$ cat src/hdl/ubx_frame_parser_macros.svh
// assertion macros shared by the frame parser modules
// no dependencies; taken in by `include where assertions are written
`ifndef UBX_FRAME_PARSER_MACROS_SVH
`define UBX_FRAME_PARSER_MACROS_SVH

// property that holds at every clock edge outside reset
`define UFP_ASSERT_HOLDS(label, clk, rst, prop, msg) \
   label: assert property (@(posedge clk) disable iff (rst) (prop)) else $error(msg);

// consequence in the same cycle as the antecedent
`define UFP_ASSERT_NOW(label, clk, rst, ante, cons, msg) \
   label: assert property (@(posedge clk) disable iff (rst) (ante) |-> (cons)) \
      else $error(msg);

// consequence in the cycle after the antecedent
`define UFP_ASSERT_NEXT(label, clk, rst, ante, cons, msg) \
   label: assert property (@(posedge clk) disable iff (rst) (ante) |=> (cons)) \
      else $error(msg);

`endif

$ cat src/hdl/ufp_pkg.sv
// shared types, protocol constants and message classification for the frame parser
// no dependencies
package ufp_pkg;

   localparam int MAX_PAYLOAD_DEF = 128;

   localparam int BYTE_W  = 8;
   localparam int INDEX_W = 7;
   localparam int EVENT_W = 3;
   localparam int KIND_W  = 3;

   localparam logic [BYTE_W-1:0] SYNC_FIRST  = 8'hB5;
   localparam logic [BYTE_W-1:0] SYNC_SECOND = 8'h62;

   // event codes
   localparam logic [EVENT_W-1:0] EV_NONE    = 3'd0;
   localparam logic [EVENT_W-1:0] EV_DATA    = 3'd1;
   localparam logic [EVENT_W-1:0] EV_GOOD    = 3'd2;
   localparam logic [EVENT_W-1:0] EV_BADSUM  = 3'd3;
   localparam logic [EVENT_W-1:0] EV_TOOLONG = 3'd4;

   // message kinds
   localparam logic [KIND_W-1:0] KIND_ACK         = 3'd0;
   localparam logic [KIND_W-1:0] KIND_NAK         = 3'd1;
   localparam logic [KIND_W-1:0] KIND_NAV_PVT     = 3'd2;
   localparam logic [KIND_W-1:0] KIND_NAV_POSECEF = 3'd3;
   localparam logic [KIND_W-1:0] KIND_CFG_NAV5    = 3'd4;
   localparam logic [KIND_W-1:0] KIND_UNHANDLED   = 3'd5;

   // published class and id values
   localparam logic [BYTE_W-1:0] CLS_ACK        = 8'h05;
   localparam logic [BYTE_W-1:0] CLS_NAV        = 8'h01;
   localparam logic [BYTE_W-1:0] CLS_CFG        = 8'h06;
   localparam logic [BYTE_W-1:0] ID_ACK_ACK     = 8'h01;
   localparam logic [BYTE_W-1:0] ID_ACK_NAK     = 8'h00;
   localparam logic [BYTE_W-1:0] ID_NAV_PVT     = 8'h07;
   localparam logic [BYTE_W-1:0] ID_NAV_POSECEF = 8'h01;
   localparam logic [BYTE_W-1:0] ID_CFG_NAV5    = 8'h24;

   typedef struct packed {
      logic [EVENT_W-1:0] event_res;
      logic [BYTE_W-1:0]  data_byte;
      logic [INDEX_W-1:0] data_index;
      logic [BYTE_W-1:0]  frame_class;
      logic [BYTE_W-1:0]  frame_id;
      logic [INDEX_W-1:0] frame_length;
      logic [KIND_W-1:0]  message_kind;
   } rsp_type;

   function automatic logic [KIND_W-1:0] classify(input logic [BYTE_W-1:0] cls,
                                                  input logic [BYTE_W-1:0] mid);
      logic [KIND_W-1:0] kind;
      kind = KIND_UNHANDLED;
      priority if (cls == CLS_ACK && mid == ID_ACK_ACK) begin
         kind = KIND_ACK;
      end else if (cls == CLS_ACK && mid == ID_ACK_NAK) begin
         kind = KIND_NAK;
      end else if (cls == CLS_NAV && mid == ID_NAV_PVT) begin
         kind = KIND_NAV_PVT;
      end else if (cls == CLS_NAV && mid == ID_NAV_POSECEF) begin
         kind = KIND_NAV_POSECEF;
      end else if (cls == CLS_CFG && mid == ID_CFG_NAV5) begin
         kind = KIND_CFG_NAV5;
      end else begin
         kind = KIND_UNHANDLED;
      end
      return kind;
   endfunction

endpackage

$ cat src/hdl/ufp_in_reg.sv
// input register for received bytes, one beat deep
// depends on ufp_pkg
module ufp_in_reg
   import ufp_pkg::*;
(
   input  logic              clock,
   input  logic              reset,
   input  logic              req_valid,
   output logic              req_ready,
   input  logic [BYTE_W-1:0] req_rx_byte,
   input  logic              take,
   output logic              hold_valid,
   output logic [BYTE_W-1:0] hold_byte
);

   logic              valid_ff;
   logic [BYTE_W-1:0] byte_ff;

   // free, or being emptied this cycle
   assign req_ready  = !valid_ff || take;
   assign hold_valid = valid_ff;
   assign hold_byte  = byte_ff;

   always_ff @(posedge clock) begin
      if (reset) begin
         valid_ff <= 1'b0;
      end else if (req_ready) begin
         valid_ff <= req_valid;
      end
      if (req_valid && req_ready) begin
         byte_ff <= req_rx_byte;
      end
   end

endmodule

$ cat src/hdl/ufp_parse.sv
// frame phase register, running fletcher sums and result decode for one byte
// depends on ufp_pkg and ubx_frame_parser_macros.svh
`include "ubx_frame_parser_macros.svh"

module ufp_parse
   import ufp_pkg::*;
#(
   parameter int MAX_PAYLOAD = MAX_PAYLOAD_DEF
)
(
   input  logic              clock,
   input  logic              reset,
   input  logic              step,
   input  logic [BYTE_W-1:0] rx_byte,
   output rsp_type           res
);

   localparam int LEN_W = $clog2(MAX_PAYLOAD);
   localparam logic [2*BYTE_W-1:0] MAX_LEN = (2*BYTE_W)'(MAX_PAYLOAD);

   typedef enum logic [2:0] {
      PH_IDLE, PH_SYNC1, PH_SYNC2, PH_CLASS, PH_ID, PH_LEN_LO, PH_PAYLOAD, PH_CHECK_A
   } phase_type;

   phase_type         phase_ff, phase_in;
   logic [BYTE_W-1:0] class_ff, class_in;
   logic [BYTE_W-1:0] id_ff, id_in;
   logic [BYTE_W-1:0] len_low_ff, len_low_in;
   logic [LEN_W-1:0]  bytes_left_ff, bytes_left_in;
   logic [LEN_W-1:0]  accepted_ff, accepted_in;
   logic [BYTE_W-1:0] sum_a_ff, sum_a_in;
   logic [BYTE_W-1:0] sum_b_ff, sum_b_in;
   logic [BYTE_W-1:0] check_a_ff, check_a_in;

   logic [BYTE_W-1:0]   sum_a_step;
   logic [BYTE_W-1:0]   sum_b_step;
   logic [2*BYTE_W-1:0] len_full;

   function automatic logic [INDEX_W-1:0] to_index(input logic [LEN_W-1:0] v);
      logic [LEN_W+INDEX_W-1:0] wide;
      wide = (LEN_W+INDEX_W)'(v);
      return wide[INDEX_W-1:0];
   endfunction

   assign sum_a_step = BYTE_W'(sum_a_ff + rx_byte);
   assign sum_b_step = BYTE_W'(sum_b_ff + sum_a_step);
   assign len_full   = {rx_byte, len_low_ff};

   always_comb begin
      phase_in      = phase_ff;
      class_in      = class_ff;
      id_in         = id_ff;
      len_low_in    = len_low_ff;
      bytes_left_in = bytes_left_ff;
      accepted_in   = accepted_ff;
      sum_a_in      = sum_a_ff;
      sum_b_in      = sum_b_ff;
      check_a_in    = check_a_ff;
      res           = '0;
      unique case (phase_ff)
         PH_IDLE: begin
            if (rx_byte == SYNC_FIRST) begin
               phase_in = PH_SYNC1;
            end
         end
         PH_SYNC1: begin
            phase_in = (rx_byte == SYNC_SECOND) ? PH_SYNC2 : PH_IDLE;
         end
         PH_SYNC2: begin
            // sums restart on the class byte
            class_in = rx_byte;
            sum_a_in = rx_byte;
            sum_b_in = rx_byte;
            phase_in = PH_CLASS;
         end
         PH_CLASS: begin
            id_in    = rx_byte;
            sum_a_in = sum_a_step;
            sum_b_in = sum_b_step;
            phase_in = PH_ID;
         end
         PH_ID: begin
            len_low_in = rx_byte;
            sum_a_in   = sum_a_step;
            sum_b_in   = sum_b_step;
            phase_in   = PH_LEN_LO;
         end
         PH_LEN_LO: begin
            sum_a_in = sum_a_step;
            sum_b_in = sum_b_step;
            if (len_full >= MAX_LEN) begin
               res.event_res   = EV_TOOLONG;
               res.frame_class = class_ff;
               res.frame_id    = id_ff;
               phase_in        = PH_IDLE;
            end else begin
               accepted_in   = len_full[LEN_W-1:0];
               bytes_left_in = len_full[LEN_W-1:0];
               phase_in      = PH_PAYLOAD;
            end
         end
         PH_PAYLOAD: begin
            if (bytes_left_ff != '0) begin
               res.event_res    = EV_DATA;
               res.data_byte    = rx_byte;
               res.data_index   = to_index(LEN_W'(accepted_ff - bytes_left_ff));
               res.frame_length = to_index(accepted_ff);
               res.frame_class  = class_ff;
               res.frame_id     = id_ff;
               sum_a_in         = sum_a_step;
               sum_b_in         = sum_b_step;
               bytes_left_in    = LEN_W'(bytes_left_ff - 1'b1);
            end else begin
               check_a_in = rx_byte;
               phase_in   = PH_CHECK_A;
            end
         end
         PH_CHECK_A: begin
            phase_in         = PH_IDLE;
            res.frame_length = to_index(accepted_ff);
            res.frame_class  = class_ff;
            res.frame_id     = id_ff;
            if (check_a_ff == sum_a_ff && rx_byte == sum_b_ff) begin
               res.event_res    = EV_GOOD;
               res.message_kind = classify(class_ff, id_ff);
            end else begin
               res.event_res = EV_BADSUM;
            end
         end
      endcase
   end

   always_ff @(posedge clock) begin
      if (reset) begin
         phase_ff      <= PH_IDLE;
         bytes_left_ff <= '0;
         accepted_ff   <= '0;
         class_ff      <= '0;
         id_ff         <= '0;
         len_low_ff    <= '0;
         sum_a_ff      <= '0;
         sum_b_ff      <= '0;
         check_a_ff    <= '0;
      end else if (step) begin
         phase_ff      <= phase_in;
         bytes_left_ff <= bytes_left_in;
         accepted_ff   <= accepted_in;
         class_ff      <= class_in;
         id_ff         <= id_in;
         len_low_ff    <= len_low_in;
         sum_a_ff      <= sum_a_in;
         sum_b_ff      <= sum_b_in;
         check_a_ff    <= check_a_in;
      end
   end

   `UFP_ASSERT_HOLDS(a_left_within_len, clock, reset,
      bytes_left_ff <= accepted_ff, "payload countdown above frame length")
   `UFP_ASSERT_NEXT(a_report_ends_frame, clock, reset,
      step && (res.event_res == EV_GOOD || res.event_res == EV_BADSUM ||
               res.event_res == EV_TOOLONG),
      phase_ff == PH_IDLE, "frame report did not return parser to idle")
   `UFP_ASSERT_NOW(a_data_in_payload, clock, reset, res.event_res == EV_DATA,
      phase_ff == PH_PAYLOAD && bytes_left_ff != '0, "payload beat outside payload phase")
   `UFP_ASSERT_NOW(a_kind_on_good, clock, reset, res.event_res != EV_GOOD,
      res.message_kind == '0, "message kind set without good frame")

endmodule

$ cat src/hdl/ubx_frame_parser.sv
// top level of the binary gnss frame parser: input register, parser, result register
// depends on ufp_pkg, ufp_in_reg and ufp_parse
//
// throughput: one byte beat per cycle, sustained, while rsp_ready stays high
// a byte is held in the input register, then its parse result is registered in the result register once that is free
// the path between the two registers is the phase decode, one 8-bit fletcher step
// and the length compare; a stalled result still lets one more byte into the input register
// reset: synchronous, active high; clears both valid flags and returns the parser to idle
module ubx_frame_parser
   import ufp_pkg::*;
#(
   parameter int MAX_PAYLOAD = MAX_PAYLOAD_DEF
)
(
   input  logic               clock,
   input  logic               reset,
   input  logic               req_valid,
   output logic               req_ready,
   input  logic [BYTE_W-1:0]  req_rx_byte,
   output logic               rsp_valid,
   input  logic               rsp_ready,
   output logic [EVENT_W-1:0] rsp_event_res,
   output logic [BYTE_W-1:0]  rsp_data_byte,
   output logic [INDEX_W-1:0] rsp_data_index,
   output logic [BYTE_W-1:0]  rsp_frame_class,
   output logic [BYTE_W-1:0]  rsp_frame_id,
   output logic [INDEX_W-1:0] rsp_frame_length,
   output logic [KIND_W-1:0]  rsp_message_kind
);

   // byte held in the input register
   logic              hold_valid;
   logic [BYTE_W-1:0] hold_byte;

   // result register
   logic    rsp_valid_ff;
   rsp_type rsp_data_ff;
   rsp_type res;

   // result register free or draining, and a held byte moving across
   logic out_ready;
   logic advance;

   assign out_ready = !rsp_valid_ff || rsp_ready;
   assign advance   = hold_valid && out_ready;

   ufp_in_reg u_in_reg (
      .clock       (clock),
      .reset       (reset),
      .req_valid   (req_valid),
      .req_ready   (req_ready),
      .req_rx_byte (req_rx_byte),
      .take        (advance),
      .hold_valid  (hold_valid),
      .hold_byte   (hold_byte)
   );

   // parse state only moves when its result is captured
   ufp_parse #(
      .MAX_PAYLOAD (MAX_PAYLOAD)
   ) u_parse (
      .clock   (clock),
      .reset   (reset),
      .step    (advance),
      .rx_byte (hold_byte),
      .res     (res)
   );

   always_ff @(posedge clock) begin
      if (reset) begin
         rsp_valid_ff <= 1'b0;
      end else if (out_ready) begin
         rsp_valid_ff <= hold_valid;
      end
      if (advance) begin
         rsp_data_ff <= res;
      end
   end

   // every byte gives one result beat, event none included
   assign rsp_valid        = rsp_valid_ff;
   assign rsp_event_res    = rsp_data_ff.event_res;
   assign rsp_data_byte    = rsp_data_ff.data_byte;
   assign rsp_data_index   = rsp_data_ff.data_index;
   assign rsp_frame_class  = rsp_data_ff.frame_class;
   assign rsp_frame_id     = rsp_data_ff.frame_id;
   assign rsp_frame_length = rsp_data_ff.frame_length;
   assign rsp_message_kind = rsp_data_ff.message_kind;

endmodule

$ cat config.mk
export PLATFORM = sky130hd
export DESIGN_NAME = ubx_frame_parser
export DESIGN_NICKNAME = d
export VERILOG_FILES = /design/src/hdl/ufp_pkg.sv /design/src/hdl/ufp_in_reg.sv /design/src/hdl/ufp_parse.sv /design/src/hdl/ubx_frame_parser.sv
export VERILOG_INCLUDE_DIRS = /design/src /design/src/hdl
export SDC_FILE = /design/constraint.sdc
export NUM_CORES = 1
export LEC_CHECK = 0
export ABC_AREA = 1
export BUFFER_PORTS_ARGS = -buffer_cell sky130_fd_sc_hd__buf_2
export CAP_MARGIN = 20
export CORE_MARGIN = 3
export CORE_UTILIZATION = 55
export CTS_BUF_LIST = sky130_fd_sc_hd__clkbuf_8
export DETAILED_ROUTE_END_ITERATION = 6
export GPL_ROUTABILITY_DRIVEN = 1
export PLACE_DENSITY = 0.82
export SLEW_MARGIN = 20
export SYNTH_ARGS = -nofsm -noshare
export SYNTH_HDL_FRONTEND = slang
export SYNTH_SLANG_ARGS = --single-unit
$ cat constraint.sdc
create_clock -name clock -period 7.8 [get_ports clock]
set_clock_uncertainty 0.05 [all_clocks]
set_input_delay 1.56 -clock clock [delete_from_list [all_inputs] [get_ports clock]]
set_output_delay 1.56 -clock clock [all_outputs]
set_load 0.01 [all_outputs]
After elaboration in Yosys (flattened, before gate mapping)
Cells that the tools add are included.
Storage, ports and cells
  register bits: 119
  input port bits: 12
  output and inout port bits: 46
  logic and storage cells: 104
Cells by class
  add/subtract/negate cells: 4
  order comparisons: 1
  eq/ne operators: 21
  muxes and demuxes: 23
  bitwise gates (word level): 4
  reductions and logical operators: 30
Operators with widths (number)
  16-bit case mux with 3 select lines: 1
  8-bit case mux with 3 select lines: 2
  39-bit two-way mux: 1
  7-bit case mux with 2 select lines: 2
  8-bit by 3-bit equality test with 1-bit output, second input constant: 3
  3-bit case mux with 8 select lines: 1
  8-bit adder: 2
  8-bit by 1-bit equality test with 1-bit output, second input constant: 2
  8-bit equality test: 2
  16-bit by 8-bit >= comparator with 1-bit output, second input constant: 1
  16-bit two-way mux: 1
  8-bit two-way mux: 2
  7-bit two-way mux: 2
  3-bit equality test, second input constant: 4
  3-bit two-way mux: 4
  3-bit AND reduction: 4
  3-bit case mux with 3 select lines: 1
  8-bit by 6-bit equality test with 1-bit output, second input constant: 1
  8-bit by 7-bit equality test with 1-bit output, second input constant: 1
  8-bit equality test, second input constant: 1
  1-bit logical AND: 8
  8-bit logical NOT: 1
  2-bit AND reduction: 4
  7-bit nonzero test: 1
  other kinds (18): 31

Longest topological paths before layout
Gate-level depths: netlist of run 1.
  depth after elaboration: 6
  depth in mapped cells: 17
  mapped depth without buffers: 17

Cells and area by module
From an unflattened synthesis of run 1, not the netlist that was laid out.
Second synthesis, totals
  cell total of the unflattened synthesis: 675
  area, all modules: 5781.8 um^2
Modules (own cells, without submodules)
  ufp_parse: times used 1, cells each 611, area an instance 4125.2 um^2, sequential area each 1301.2 um^2
  ubx_frame_parser: times used 1, cells each 50, area an instance 1368.8 um^2, sequential area each 1341.3 um^2
  ufp_in_reg: times used 1, cells each 14, area an instance 287.8 um^2, sequential area each 260.2 um^2

Worst setup path before layout of run 1
No wires, ideal clock.
  path type: input-to-reg
  from: in rsp_ready
  to: reg u_parse.check_a_ff[6]
  library setup time: 128 ps
  arrival: 3429 ps
  required time: 7622 ps
  slack: 4194 ps
  stages: 8
  buffers on the path: 1
  path through: inv_1 -> nand2_1 -> nand2_1 -> inv_1 -> nand2_1 -> clkbuf_1 -> o21ai_0 -> a21oi_1
Between the ends
  word-level cells in the longest chain between the ends: 3
RTL lines
  from (decl): line ubx_frame_parser.sv:21  | input logic rsp_ready,
  1-bit logical OR: line ubx_frame_parser.sv:44  | assign out_ready = !rsp_valid_ff || rsp_ready;
  1-bit logical AND: line ubx_frame_parser.sv:45  | assign advance = hold_valid && out_ready;
  net advance: line ubx_frame_parser.sv:42  | logic advance;
  3-bit AND reduction (no line)
  to (signal assigned): line ufp_parse.sv:153  | check_a_ff <= check_a_in;
  to (decl): line ufp_parse.sv:33  | logic [BYTE_W-1:0] check_a_ff, check_a_in;
The timed path passes the listed nets, and every way through them passes these cells.
A chain may end at the register's enable or synchronous reset.

Worst setup path after layout of run 1
  from: in rsp_ready
  to: out req_ready
Between the ends
  word-level cells in the longest chain between the ends: 3
RTL lines
  1-bit logical OR: line ubx_frame_parser.sv:44
  1-bit logical AND: line ubx_frame_parser.sv:45
  1-bit logical OR: line ufp_in_reg.sv:20  | assign req_ready = !valid_ff || take;
  to (decl): line ubx_frame_parser.sv:18  | output logic req_ready,
No other way between the ends.

==> run metrics, run 1 <==
WS Path Type primary input to output port; CTS Hold Bufs 0; # fillers 803; Tightest Pin Transition 0.966 ns; die height about 110 µm; Clock Root Buffer clkbuf_8; Vias 4,847; worst hold path type flop to flop; clk_lat worst skew around 0.43 ns; Core Region between 9000 and 10,000 µm²; power per cell area between 150 and 200 nW/µm²; worst path required time 6.19 ns; CP arrival about 2 ns; Design Area, Final between 6000 and 7000 µm²; RePlAce Congestion between 0.9 and 1; ant diodes 0; share of power burned in registers approximately 52%; DIE WIDTH 108 µm; CTS resizes 0; Post-synth EDFFs 52; Worst-path clk slew approximately 0.070 ns; Multi-input gate area between 2000 and 2500 µm²; clk sink count between 100 and 150; first-pass GRT wire length 21,200 µm; Synth area leaders edfxtp_1, dfxtp_1, a21oi_1; DR iter-0 viols approximately 340; min cycle time layout roughly 3.6 ns; num rows 36; # Max-Cap Violations 0; H-tree levels 4; area grow syn2layout 13.4%; setup bufs post-CTS 0; Synth area leader edfxtp_1; CP Max Fanout 3; layout cells sized above 1 roughly 15%; Detail Route Antenna Nets 0; DP Worst Slack approximately 3.8 ns; endpoints failing setup 0; area share of the largest cell type after synthesis ~27%; P_int roughly 940 µW; DR WL/cell around 15 µm; Total Nets Final around 760; Cell variety after synth 38; Max-slew headroom a little over a third; CTS tree built; Fmax 0.277 GHz; ys async rst share 0%; TNS Setup 0 ns; Final Util 65.5%; RSZ-0062 raised after global routing no; most frequent cells after synthesis nand2_1, a21oi_1, inv_1, nor2_1, o21ai_0; drt first pass iters 5; Initial Util between 50 and 60%; vias in the first global route around 4.6k; die area roughly 12,000 µm²; period utilization between 40% and 50%; I/O pins between 50 and 60; Hold Vio Cnt, Final 0; Max Root-Sink Buffers 2; synthesized area per cell around 8.6 µm²; cell area after placement 6130 µm²; maximum number of pins on one net before global-route repair 34; Clock Power Share a little over two fifths; crit path capture type output port; cts bufs inserted 17; switching share of power about 26%; post-route setup slack approximately 4.2 ns; DRT Wirelength about 13,000 µm; Comb pwr share 4.4%; sequential area share after synthesis between 50% and 60%; total nets after synthesis around 710; peak supply drop between 0.15 and 0.2 mV; vias per inst between 5 and 6; synthesized cell area 5750 µm²; Yosys Warn Count 0; post-synthesis register bit count ~120; Slew Limit Fails 0; GRT Overall Usage a little under a quarter; initial antenna violation count 0; # DRC 0; remaining global-route overflow 0; Reg area around 2900 µm²; hold slack 0.414 ns; P_sw around 330 µW; Detailed Place HPWL roughly 9300 µm; most frequent cell after synthesis nand2_1; status complete, no violations; Pleak roughly 0.0027 µW; Cells after Synth about 670; predominant post-synthesis flop cell dfxtp_1; Setup crit start kind primary input; Buffers on Ports 57
final timing paths:
path | from | end | slack [ns] | cells past startpoint
worst min register to register | u_parse.check_a_ff[4] | u_parse.check_a_ff[4] | 0.41 | 2
worst max register to register | u_in_reg.hold_byte[0] | u_parse.sum_b_ff[7] | 4.93 | 16
worst min-delay path | u_parse.check_a_ff[4] | u_parse.check_a_ff[4] | 0.41 | 2
worst max-delay path | rsp_ready | req_ready | 4.20 | 4
per-layer routing:
metal / vias to the layer above / global-route usage (%) / wire [µm]
met5: - / 0 / 0
met4: 0 / 13.4 / 511
met3: 52 / 5.01 / 931
met2: 224 / 37.6 / 6330
met1: 2213 / 29.2 / 5530
li1: 2358 / - / -
critical path, cell delays in order:
cell and delay, ns:
buf_2 0.10, inv_1 0.06, nand3_1 0.11, buf_2 0.17
metrics by stage:
| step | power (µW) | std cells |
|---|---|---|
| after floorplan | 714 | 667 |
| after global placement | 734 | 840 |
| after detailed placement | 737 | 840 |
| after CTS | 1280 | 872 |
| after global routing | 1310 | 872 |
| final | 1270 | 872 |
placed cells by master, fill, tap and decap left out, drive strengths merged, types with 2 or more instances in the layout:
master    count
edfxtp       52
a21boi        2
o211ai        2
inv          93
clkinv        4
nand4         9
or2           3
nor4          2
clkinvlp      2
nor2         73
buf          59
nor3         10
nand3        26
o21a          2
clkbuf       17
xnor2        19
dfxtp        67
nand3b        2
xor2          6
ha           23
nand2        93
fa            3
a21oi        88
o21ai        76
power by group through the flow:
stage          Combinational [µW]  Clock, µW  Sequential (µW)
2_1_floorplan                29.5          0              685
4_1_cts                      55.2        553              667
3_5_place_dp                 54.9          0              682
5_1_grt                      60.7        583              668
6_report                     55.5        550              667
3_3_place_gp                 52.6          0              681
state kept, by name (all words and copies together), names as in the netlist, 7 cells and up:
signal	flops
u_parse.id_ff	8
rsp_frame_length	7
u_parse.check_a_ff	8
u_parse.sum_b_ff	8
rsp_data_byte	8
u_parse.accepted_ff	7
u_in_reg.hold_byte	8
rsp_frame_id	8
u_parse.bytes_left_ff	7
rsp_frame_class	8
u_parse.class_ff	8
u_parse.sum_a_ff	8
rsp_data_index	7
u_parse.len_low_ff	8
logic make-up after synthesis:
kind of cell | share of synthesized area [%]
and+or+nand+nor | 16.9
adders and majority gates | 6.05
AOI/OAI and AO/OA | 15.7
buffers and inverters | 7.09
DFF | 50.5
xor gates and xnor gates | 3.81
area by class of cell:
cell class              count  area share [%]
clock inverters            15            2.38
well taps                 133            2.55
inverters                  85            4.97
flip-flops and latches    119            44.5
multi-input cells         444            37.4
repair buffers             59            4.60
clock buffers              17            3.59
Power figures use the tool's default switching activity.
==> run 2, diff against run 1 <==
ABC_AREA = 0   (was 1)
clock period = 3.7 ns   (was 7.8 ns; I/O delays follow)
==> run metrics, run 2 <==
status complete, no violations; DP Worst Slack roughly 0.38 ns; # DRC 0; Yosys Warn Count 0; area share of the largest cell type after synthesis 26.4%; Fmax approximately 0.3 GHz; CTS tree built; I/O pins 58; # fillers 800; commonest cells after routing, fill and taps aside nor2_1, dfxtp_1, buf_2; Cell variety after synth 63; DR iter-0 viols 459; maximum number of pins on one net before global-route repair 53; DR WL/cell around 16 µm; Slew Limit Fails 0; total chip power roughly 2700 µW; Synth area leader edfxtp_1; post-synthesis simple-gate area fraction about 20%; cells along the critical path ha_1, fa_1, a21o_1, a21o_1, xor2_1, ha_1, and4_1, or3_1, a211o_1, xnor2_1, a211oi_2; synthesized area per cell 9.98 µm²; total nets after synthesis 631; Worst-path clk slew ~0.08 ns; Finished Layout Cells 798; power per cell area 402 nW/µm²; Post-synth EDFFs between 50 and 60; cts bufs inserted 17; Detailed Place HPWL 8890 µm; fraction of the mapped netlist area in adder cells under 10%; main combinational cell family by area after synthesis simple AND/OR/NAND/NOR gates; clk_lat worst skew between 0.4 and 0.5 ns; predominant post-synthesis flop cell dfxtp_1; Total Nets Final 688; post-route setup slack approximately 0.37 ns; Detail Route Antenna Nets 0; ant diodes 0; Compound-Gate Fraction of Synth Area between 10 and 15%; TNS Setup 0 ns; layout cells sized above 1 17.5%; GRT Overall Usage ~22%; Pleak 0.00269 µW; delay-heaviest family, CP adder cells; num rows 37; post-synthesis mux area share roughly 5.4%; min cycle time layout around 3.3 ns; Reg area 2900 µm²; ys async rst share 0%; Cells after Synth between 500 and 600; most frequent cells after synthesis nor2_1, dfxtp_1, edfxtp_1, a21oi_1, nand2_1; most frequent cell after synthesis nor2_1; worst hold path type primary input to flop; CP arrival approximately 3.6 ns; Multi-input gate area 2790 µm²; post-synthesis register bit count roughly 120; WP buf/inv 0; CP Max Fanout 4; Tightest Pin Transition about 1 ns; Setup crit start kind flop; RSZ-0062 raised after global routing no; CTS resizes 0; area share of xor/xnor cells in the synthesized design roughly 4.6%; remaining global-route overflow 0; vias per inst slightly below 6; vias in the first global route 4,304; Buffers on Ports 57; dpl cells 767; RePlAce Congestion between 0.8 and 0.9; Worst path max stage delay 0.42 ns; Initial Util ~57%; Synth area leaders edfxtp_1, dfxtp_1, mux2i_1; endpoints failing setup 0; clk sink count between 100 and 150; sequential area share after synthesis approximately half; Clock Root Buffer clkbuf_8; CP max-delay cell fa_1; drt first pass iters 5; die height between 100 and 150 µm; crit path capture type flop; Max Root-Sink Buffers 2; Max-slew headroom about 34%; setup bufs post-CTS 0; first-pass GRT wire length around 21,000 µm; area grow syn2layout 13.4%; H-tree levels 4; DIE WIDTH about 110 µm; DRT Wirelength 12,800 µm; WS Path Type flop to flop; CTS Hold Bufs 0; Core Region slightly above 10,000 µm²; peak supply drop around 0.23 mV; period utilization 90.1%; # Max-Cap Violations 0; Vias ~4.6k; die area between 10,000 and 15,000 µm²; worst path required time 4.00 ns; commonest non-fill, non-tap cell in the layout nor2_1; initial antenna violation count 0; Hold Vio Cnt, Final 0; synthesized cell area 5920 µm²
[run 2: cell count changes in the layout (fill, tap and decap cells not counted), moves of 11 or more]
cell | before | now
o21ai_0 | 70 | 16
inv_1 | 78 | 18
nor2_1 | 71 | 84
xor2_1 | 6 | 22
and2_1 | 1 | 31
buf_4 | 2 | 13
a21oi_1 | 88 | 40
nand2_1 | 91 | 37
mux2i_1 | 0 | 32
[run 2: path summary, 6_finish.rpt]
kind / endpoint / slack [ns] / cells after the start / from
max: u_parse.sum_b_ff[7] / 0.37 / 11 / u_in_reg.hold_byte[0]
min: u_in_reg.hold_byte[6] / 0.43 / 1 / req_rx_byte[6]
max reg2reg: u_parse.sum_b_ff[7] / 0.37 / 11 / u_in_reg.hold_byte[0]
min reg2reg: u_parse.accepted_ff[1] / 0.43 / 2 / u_parse.accepted_ff[1]
[run 2: cell type report]
| type | count | area share, % |
|---|---|---|
| Clock inverter | 12 | 1.90 |
| Tap cell | 136 | 2.54 |
| Inverter | 19 | 1.06 |
| Sequential cell | 119 | 43.3 |
| Clock buffer | 19 | 3.90 |
| Timing Repair Buffer | 70 | 5.71 |
| Multi-Input combinational cell | 423 | 41.6 |
[run 2: metrics by stage]
| step | instance area (µm²) | utilization, % | hold slack (ns) |
|---|---|---|---|
| after global routing | 6710 | 64.7 | 0.413 |
| after global placement | 6320 | 60.9 | 0.413 |
| after detailed placement | 6320 | 60.9 | 0.423 |
| after CTS | 6710 | 64.7 | 0.404 |
| final | 6710 | 64.7 | 0.426 |
| after floorplan | 5920 | - | 0.399 |
[run 2: kinds of logic (layout without fill, tap and decap cells)]
group	Yosys count	after routing
flops	119	119
mux	32	32
xor+xnor	31	31
buf+inv	51	120
fa+ha+maj	26	26
compound gates	101	101
simple gates	233	233
[run 2: report_power, final]
part	total [µW]	switching [µW]	internal, µW	leakage [µW]
sequential	1410	13.4	1400	0.00102
combinational	136	90.1	45.5	0.00148
clock	1150	522	627	0.000191
total	2690	626	2070	0.00269
[run 2: worst register-to-register path: cells and delay by family (launching register included)]
kind | cells | cell delay (ns)
DFF | 1 | 0.39
adders and majority gates | 3 | 0.99
AOI/OAI and AO/OA | 4 | 0.90
and+or+nand+nor | 2 | 0.58
xor gates and xnor gates | 2 | 0.35
[run 2: layer usage]
layer  up-vias  GRT usage, %  wire length (µm)
met3        28          4.82               912
li1       2215             -                 -
met1      2155          29.8              5600
met5         -             0                 0
met2       208          35.7              6010
met4         0          9.17               296
==> run 3, diff against run 2 <==
CTS_BUF_LIST = sky130_fd_sc_hd__clkbuf_4 sky130_fd_sc_hd__clkbuf_8   (was sky130_fd_sc_hd__clkbuf_8)
MAX_ROUTING_LAYER = met4   (was unset)
==> run metrics, run 3 (synthesis results as in run 2) <==
hold slack roughly 0.42 ns; DRT Wirelength around 13,000 µm; cell area after placement about 6300 µm²; first-pass GRT wire length about 21,000 µm; DIE WIDTH 110 µm; Design Area, Final 6680 µm²; CTS Hold Bufs 0; worst path required time around 4.0 ns; Max-slew headroom a little over a third; Max Root-Sink Buffers 2; RSZ-0062 raised after global routing no; endpoints failing setup 0; Hold Vio Cnt, Final 0; DR WL/cell ~16 µm; crit path capture type flop; I/O pins just under 60; RePlAce Congestion 0.928; maximum number of pins on one net before global-route repair 47; remaining global-route overflow 0; power per cell area between 300 and 400 nW/µm²; RR Endpoint u_parse.sum_b_ff[7]; Detail Route Antenna Nets 0; Clock Root Buffer clkbuf_8; Pleak roughly 0.0027 µW; vias in the first global route approximately 4.3k; layout cells sized above 1 between 10% and 20%; die height 110 µm; Slew Limit Fails 0; WS Path Type flop to flop; status complete, no violations; CTS tree built; Hold Path Sink u_in_reg.hold_byte[1]; Vias ~4.5k; Total Nets Final ~690; Tightest Pin Transition 0.971 ns; Buffers on Ports 57; commonest cells after routing, fill and taps aside nor2_1, dfxtp_1, buf_2; drt first pass iters 5; vias per inst 5.61; die area 12,000 µm²; worst hold path type primary input to flop; TNS Setup 0 ns; hold_sp req_rx_byte[1]; min cycle time layout ~3.3 ns; ant diodes 0; Setup crit start kind flop; period utilization ~90%; Core Region 10,400 µm²; r2r startpoint u_in_reg.hold_byte[0]; H-tree levels 4; clk_lat worst skew 0.44 ns; # DRC 0; DR iter-0 viols 326; initial antenna violation count 0; Detailed Place HPWL just under 9000 µm; clk sink count between 100 and 150; peak supply drop 0.257 mV; R2R depth 11; # Max-Cap Violations 0; Worst-path clk slew around 0.070 ns; area grow syn2layout 12.9%; setup bufs post-CTS 0; num rows 37; GRT Overall Usage roughly a quarter; internal reg-to-reg setup slack approximately 0.38 ns; CP arrival between 3 and 4 ns; CP Max Fanout 4; Initial Util between 50% and 60%; CTS resizes 0; cts bufs inserted 17; hold path depth 1; Fmax between 0.3 and 0.4 GHz; commonest non-fill, non-tap cell in the layout nor2_1
-- run 3: worst max path at each step --
stage / start / endpoint / slack, ns / cells after the start
after CTS: u_in_reg.hold_byte[0] / u_parse.sum_b_ff[7] / 0.37 / 11
final: u_in_reg.hold_byte[0] / u_parse.sum_b_ff[7] / 0.38 / 11
after floorplan: rsp_ready / u_parse.accepted_ff[0] / 0.28 / 7
after global routing: u_in_reg.hold_byte[0] / u_parse.sum_b_ff[7] / 0.18 / 11
after detailed placement: u_in_reg.hold_byte[0] / u_parse.sum_b_ff[7] / 0.40 / 11
after global placement: u_in_reg.hold_byte[0] / u_parse.sum_b_ff[7] / 0.47 / 11
-- run 3: power by group --
part / switching [µW] / internal, µW / total (µW)
logic: 91.7 / 46.2 / 138
clock network: 514 / 539 / 1050
registers: 10.8 / 1400 / 1410
-- run 3: cell type report --
class	count	area, µm²
fill	818	3690
sequential	119	2900
multi-input combinational	423	2790
timing repair buffer	71	390
clock buffer	19	249
tap	136	170
clock inverter	13	108
inverter	19	71.3
-- run 3: critical path, stage by stage, from the launching register on --
cell and delay [ns]:
edfxtp_1 0.39, ha_1 0.25, fa_1 0.41, a21o_1 0.17, a21o_1 0.20, xor2_1 0.21
ha_1 0.31, and4_1 0.20, or3_1 0.40, a211o_1 0.29, xnor2_1 0.13, a211oi_2 0.21
-- run 3: per-layer routing --
layer  vias up  global-route usage, %  routed length (µm)
met1      2089                   29.4                5770
met3        25                   6.22                 836
met5         -                      -                   0
met4         0                   8.28                 278
li1       2221                      -                   -
met2       149                   37.2                5890
-- run 3: per-stage QoR --
| stage | power (µW) | setup slack (ns) | instances | utilization (%) |
|---|---|---|---|---|
| finish | 2600 | 0.381 | 800 | 64.4 |
| floorplan | 1520 | 0.283 | 593 | - |
| CTS | 2610 | 0.371 | 800 | 64.4 |
| detailed placement | 1570 | 0.401 | 768 | 61.0 |
| global route | 2700 | 0.184 | 800 | 64.4 |
| global placement | 1570 | 0.473 | 768 | 61.0 |
